`config.mk`:
```
export PLATFORM = sky130hd
export DESIGN_NAME = vmm_ram
export DESIGN_NICKNAME = d
export VERILOG_FILES = /design/src/hdl/vmm_ram.sv
export SDC_FILE = /design/constraint.sdc
export NUM_CORES = 2
export LEC_CHECK = 0
export BUFFER_PORTS_ARGS = -buffer_cell sky130_fd_sc_hd__buf_4
export CAP_MARGIN = 10
export CELL_PAD_IN_SITES_DETAIL_PLACEMENT = 1
export CELL_PAD_IN_SITES_GLOBAL_PLACEMENT = 2
export CORE_UTILIZATION = 45
export DETAILED_ROUTE_END_ITERATION = 8
export GPL_ROUTABILITY_DRIVEN = 0
export PLACE_DENSITY = 0.73
export SYNTH_ARGS = -nofsm -noshare
export SYNTH_HDL_FRONTEND = slang
export SYNTH_SLANG_ARGS = --single-unit
```
`constraint.sdc`:
```
create_clock -name clk -period 2.9 [get_ports clk]
set_input_delay 0.58 -clock clk [delete_from_list [all_inputs] [get_ports clk]]
set_output_delay 0.58 -clock clk [all_outputs]
set_load 0.01 [all_outputs]
```
`src/hdl/vmm_ram.sv`:
```
// generic single-port ram with registered read
module vmm_ram #(
    parameter int WIDTH = 8,
    parameter int DEPTH = 256
) (
    input  logic                     clk,
    input  logic                     en,
    input  logic                     we,
    input  logic [$clog2(DEPTH)-1:0] addr,
    input  logic [WIDTH-1:0]         wdata,
    output logic [WIDTH-1:0]         rdata
);

    logic [WIDTH-1:0] mem [DEPTH];
    logic [WIDTH-1:0] rdata_reg;

    always_ff @(posedge clk)
    begin
        if (en)
        begin
            if (we)
            begin
                mem[addr] <= wdata;
            end
            else
            begin
                rdata_reg <= mem[addr];
            end
        end
    end

    assign rdata = rdata_reg;

endmodule

```
Yosys cells after proc, flatten, opt, wreduce, memory -nomap -nowiden. Memory sizes are Yosys's and may differ from the RTL's. A register that Yosys moved wholly into a read port is not among the register bits. Cells that the tools add are included.

Bits in writable memories: 2048. Output and inout port bits: 8. Bits in latches: 0. Bits in read-only memories: 0. Register bits after elaboration: 0. Memories: 1. Word-level logic and storage cells: 6.

Memories: mem (words 256, width 8, read ports 1, clocked after Yosys merged registers in 1, write ports 1, RTL line 14) `logic [WIDTH-1:0] mem [DEPTH];`.

Multiply operators: 0. $lt $le $gt $ge: 0. Mux-type cells: 3. Add/subtract/negate cells: 0. Equal/unequal tests: 0. Reduce and logical (&&, ||, !) cells: 1. Shifts and indexed selects: 0. Bitwise logic cells: 1. Div/mod/pow operators: 0.

Operator list (number): $mux W1 (3); $reduce_and A2 Y1 (1); $not A1 Y1 (1).

Depth between registers and ports, before layout.
Depth after elaboration: 3. Mapped depth: 9.

Worst setup path before layout. OpenSTA, ideal clock, no wires.

Path type: input port to flip-flop. Start: input port addr[0]. End: memory mem[117][0] (enable). Cell stages on the path: 8. Setup time: 370 ps. Required time: 2530 ps. Arrival time: 2505 ps. Setup slack: 25 ps. Path buffers: 5. Cell sequence: buf_2 -> buf_6 -> buf_2 -> buf_2 -> nor3b_1 -> nand2_1 -> clkbuf_1 -> nor2_1.

RTL lines: start: declaration (RTL line 9) `input logic [$clog2(DEPTH)-1:0] addr,`; end: declaration (RTL line 14).

No word-level cell before the write port.

==> impl_metrics.env <==
export IMPL_worst_pin_slew_ns=0.797
export IMPL_critPathMostFrequentCell="buf_4"
export IMPL_ff2ff_path_depth=6
export IMPL_vias=39411
export IMPL_antenna_found_initial=4
export IMPL_ir_drop_mv=0.495
export IMPL_period_share_pct=97.7
export IMPL_ant_nets=0
export IMPL_ys_seq_area_share_pct=78.8
export IMPL_synth_fa_ha_area_share_pct=0
export IMPL_synth_compound_area_share_pct=3.63
export IMPL_yosys_area_share_simple_pct=1.61
export IMPL_cp_num_buf_inv=4
export IMPL_r2r_start="mem[140][6]"
export IMPL_synth_top_family_by_area="multiplexers"
export IMPL_diodes=0
export IMPL_cts_buffers_inserted=206
export IMPL_cp_top_family="buffers and inverters"
export IMPL_first_global_vias=41630
export IMPL_layout_drive_gt1_share_pct=34.2
export IMPL_p_leak_nw=29.6
export IMPL_layout_nets=4172
export IMPL_layout_min_cycle_time_ns=2.83
export IMPL_place_area_um2=86400
export IMPL_drt_first_pass_iters=7
export IMPL_routed_wl_mm=209
export IMPL_setup_viol=0
export IMPL_cp_max_fo=23
export IMPL_hold_path_class="input pin to flip-flop"
export IMPL_syn_num_nets=3545
export IMPL_ys_seq_elements=2056
export IMPL_io_pins=27
export IMPL_cp_num_cells=9
export IMPL_maxSlewHeadroom_pct=46.7
export IMPL_cp_arrival_ns=3.39
export IMPL_path_class="input pin to flip-flop"
export IMPL_via_per_inst=5.95
export IMPL_fmax_ghz=0.353
export IMPL_finalPower_w=0.0621
export IMPL_core_rowCount=152
export IMPL_grt_overflow=0
export IMPL_die_h_um=419
export IMPL_endpoint_kind="flip-flop"
export IMPL_synthMuxAreaShare_pct=14.7
export IMPL_path_clk_slew_ns=0.06
export IMPL_synth_area_um2=78400
export IMPL_finalHoldViolCount=0
export IMPL_drt_initial_drc_count=4350
export IMPL_layout_commonest_cell="edfxtp_1"
export IMPL_fillers=14988
export IMPL_hold_depth=1
export IMPL_regToRegSetupSlack_ns=0.23
export IMPL_area_growth_pct=18.8
export IMPL_synth_cell_types=21
export IMPL_grt_setup_unrepaired="false"
export IMPL_yosysWarnings=0
export IMPL_dieArea_um2=176000
export IMPL_dp_hpwl_mm=131
export IMPL_cts_tree="done"
export IMPL_grt_pass1_wl_mm=301
export IMPL_initial_utilization_pct=45.5
export IMPL_r2r_end="rdata[6]"
export IMPL_power_density_nw_per_um2=667
export IMPL_clockBufferDepth=3
export IMPL_htree_levels=4
export IMPL_design_area_um2=93100
export IMPL_cts_root_buf="clkbuf_16"
export IMPL_max_stage_delay_ns=0.60
export IMPL_worst_path_max_delay_cell="o41ai_1"
export IMPL_grt_use_total_pct=24.1
export IMPL_fin_util_pct=54.1
export IMPL_synth_area_top_cells="edfxtp_1, mux4_2, a22oi_1"
export IMPL_postSynthCellCount=3526
export IMPL_synth_top_area_cell="edfxtp_1"
export IMPL_largest_register_ffs=2048
export IMPL_path_cells="buf_8 > buf_4 > buf_4 > mux4_2 > a22oi_1 > a21oi_1 > o41ai_1 > buf_4 > nand4_1"
export IMPL_status="completed"
export IMPL_layout_common_cells="edfxtp_1, buf_4, mux4_2"
export IMPL_remaining_drc_errors=0
export IMPL_insertion_delay_ns=0.84
export IMPL_synth_top_area_share_pct=78.8
export IMPL_drv_cap=0
export IMPL_final_max_slew_violation_count=0
export IMPL_whs_ns=0.159
export IMPL_fp_dieW_um=419
export IMPL_synth_xor_area_share_pct=0
export IMPL_avgRoutedWirePerCell_um=31.5
export IMPL_cts_sinks=2056
export IMPL_core_um2=172000
export IMPL_port_buffers=26
export IMPL_worst_ep_required_time_ns=3.46
export IMPL_crit_start="addr[0]"
export IMPL_grt_max_degree=108
export IMPL_skew_ns=0.0188
export IMPL_avgSynthCellArea_um2=22.2
export IMPL_endpoint="rdata[6]"
export IMPL_critPathLaunchType="input pin"
==> worst min-delay path by stage <==
stage	start	to	slack (ns)
floorplan	wdata[0]	mem[0][0]	0.68
global placement	wdata[3]	mem[90][3]	1.0
detailed placement	wdata[3]	mem[90][3]	1.00
CTS	wdata[3]	mem[90][3]	0.11
global route	wdata[3]	mem[91][3]	0.13
finish	wdata[3]	mem[90][3]	0.16
==> metrics by stage <==
| step | TNS, ns | cells | worst slack (ns) |
|---|---|---|---|
| detailed placement | -8.40 | 6255 | -1.21 |
| CTS | 0 | 6629 | 0.0225 |
| global route | 0 | 6629 | 0.0325 |
| finish | 0 | 6629 | 0.0658 |
| floorplan | 0 | 3526 | 0.0245 |
| global placement | -8.17 | 6253 | -1.27 |
==> metal layers <==
layer | GRT usage, % | routed length, um
met1 | 33.2 | 85200
met2 | 40.0 | 104000
met3 | 3.80 | 13800
met4 | 6.74 | 5160
met5 | 0 | 27
==> synth_stat cells <==
cell / n
nand2b_1: 2
or2_2: 1
buf_1: 21
nand4_1: 8
buf_4: 11
a21oi_1: 128
and4_1: 1
nor3b_1: 2
mux4_2: 512
buf_2: 41
clkbuf_1: 143
nand3_1: 4
nor2b_1: 7
a22oi_1: 256
and2_1: 2
nor2_1: 259
buf_6: 9
o41ai_1: 32
edfxtp_1: 2056
nand2_1: 30
nor3_1: 1
==> logic make-up (layout without fill, tap and decap cells) <==
family,after synthesis,in the layout
and+or+nand+nor,317,317
buffers and inverters,225,1018
AOI/OAI and AO/OA,416,416
DFF,2056,2056
muxes,512,512
==> area by class of cell <==
type                    count  area, um^2  area share [%]
flip-flops and latches   2056       61700            66.3
multi-input cells        1245       15800            17.0
repair buffers            644        6060            6.50
clock buffers             246        5410            5.81
well taps                2310        2890            3.10
clock inverters           128        1220            1.31
==> report_power, final <==
part | internal [W] | switching, W | total (W)
registers | 0.0327 | 0.0000220 | 0.0328
logic | 0.00123 | 0.00187 | 0.00309
clock network | 0.0151 | 0.0112 | 0.0263
total | 0.0490 | 0.0131 | 0.0621
==> repair_timing <==
item / 4_1_cts / 5_1_grt
setup endpoints to repair: 7 / 5
setup buffers: 0 / 0
gates resized for setup: 8 / 6
hold buffers: 0 / 0
==> worst register-to-register path, stage by stage (launching register included) <==
cell      delay, ns
edfxtp_1       0.40
mux4_2         0.51
a22oi_1        0.31
a21oi_1        0.25
o41ai_1        0.56
buf_4          0.24
nand4_1        0.11
Power figures use the tool's default switching activity.
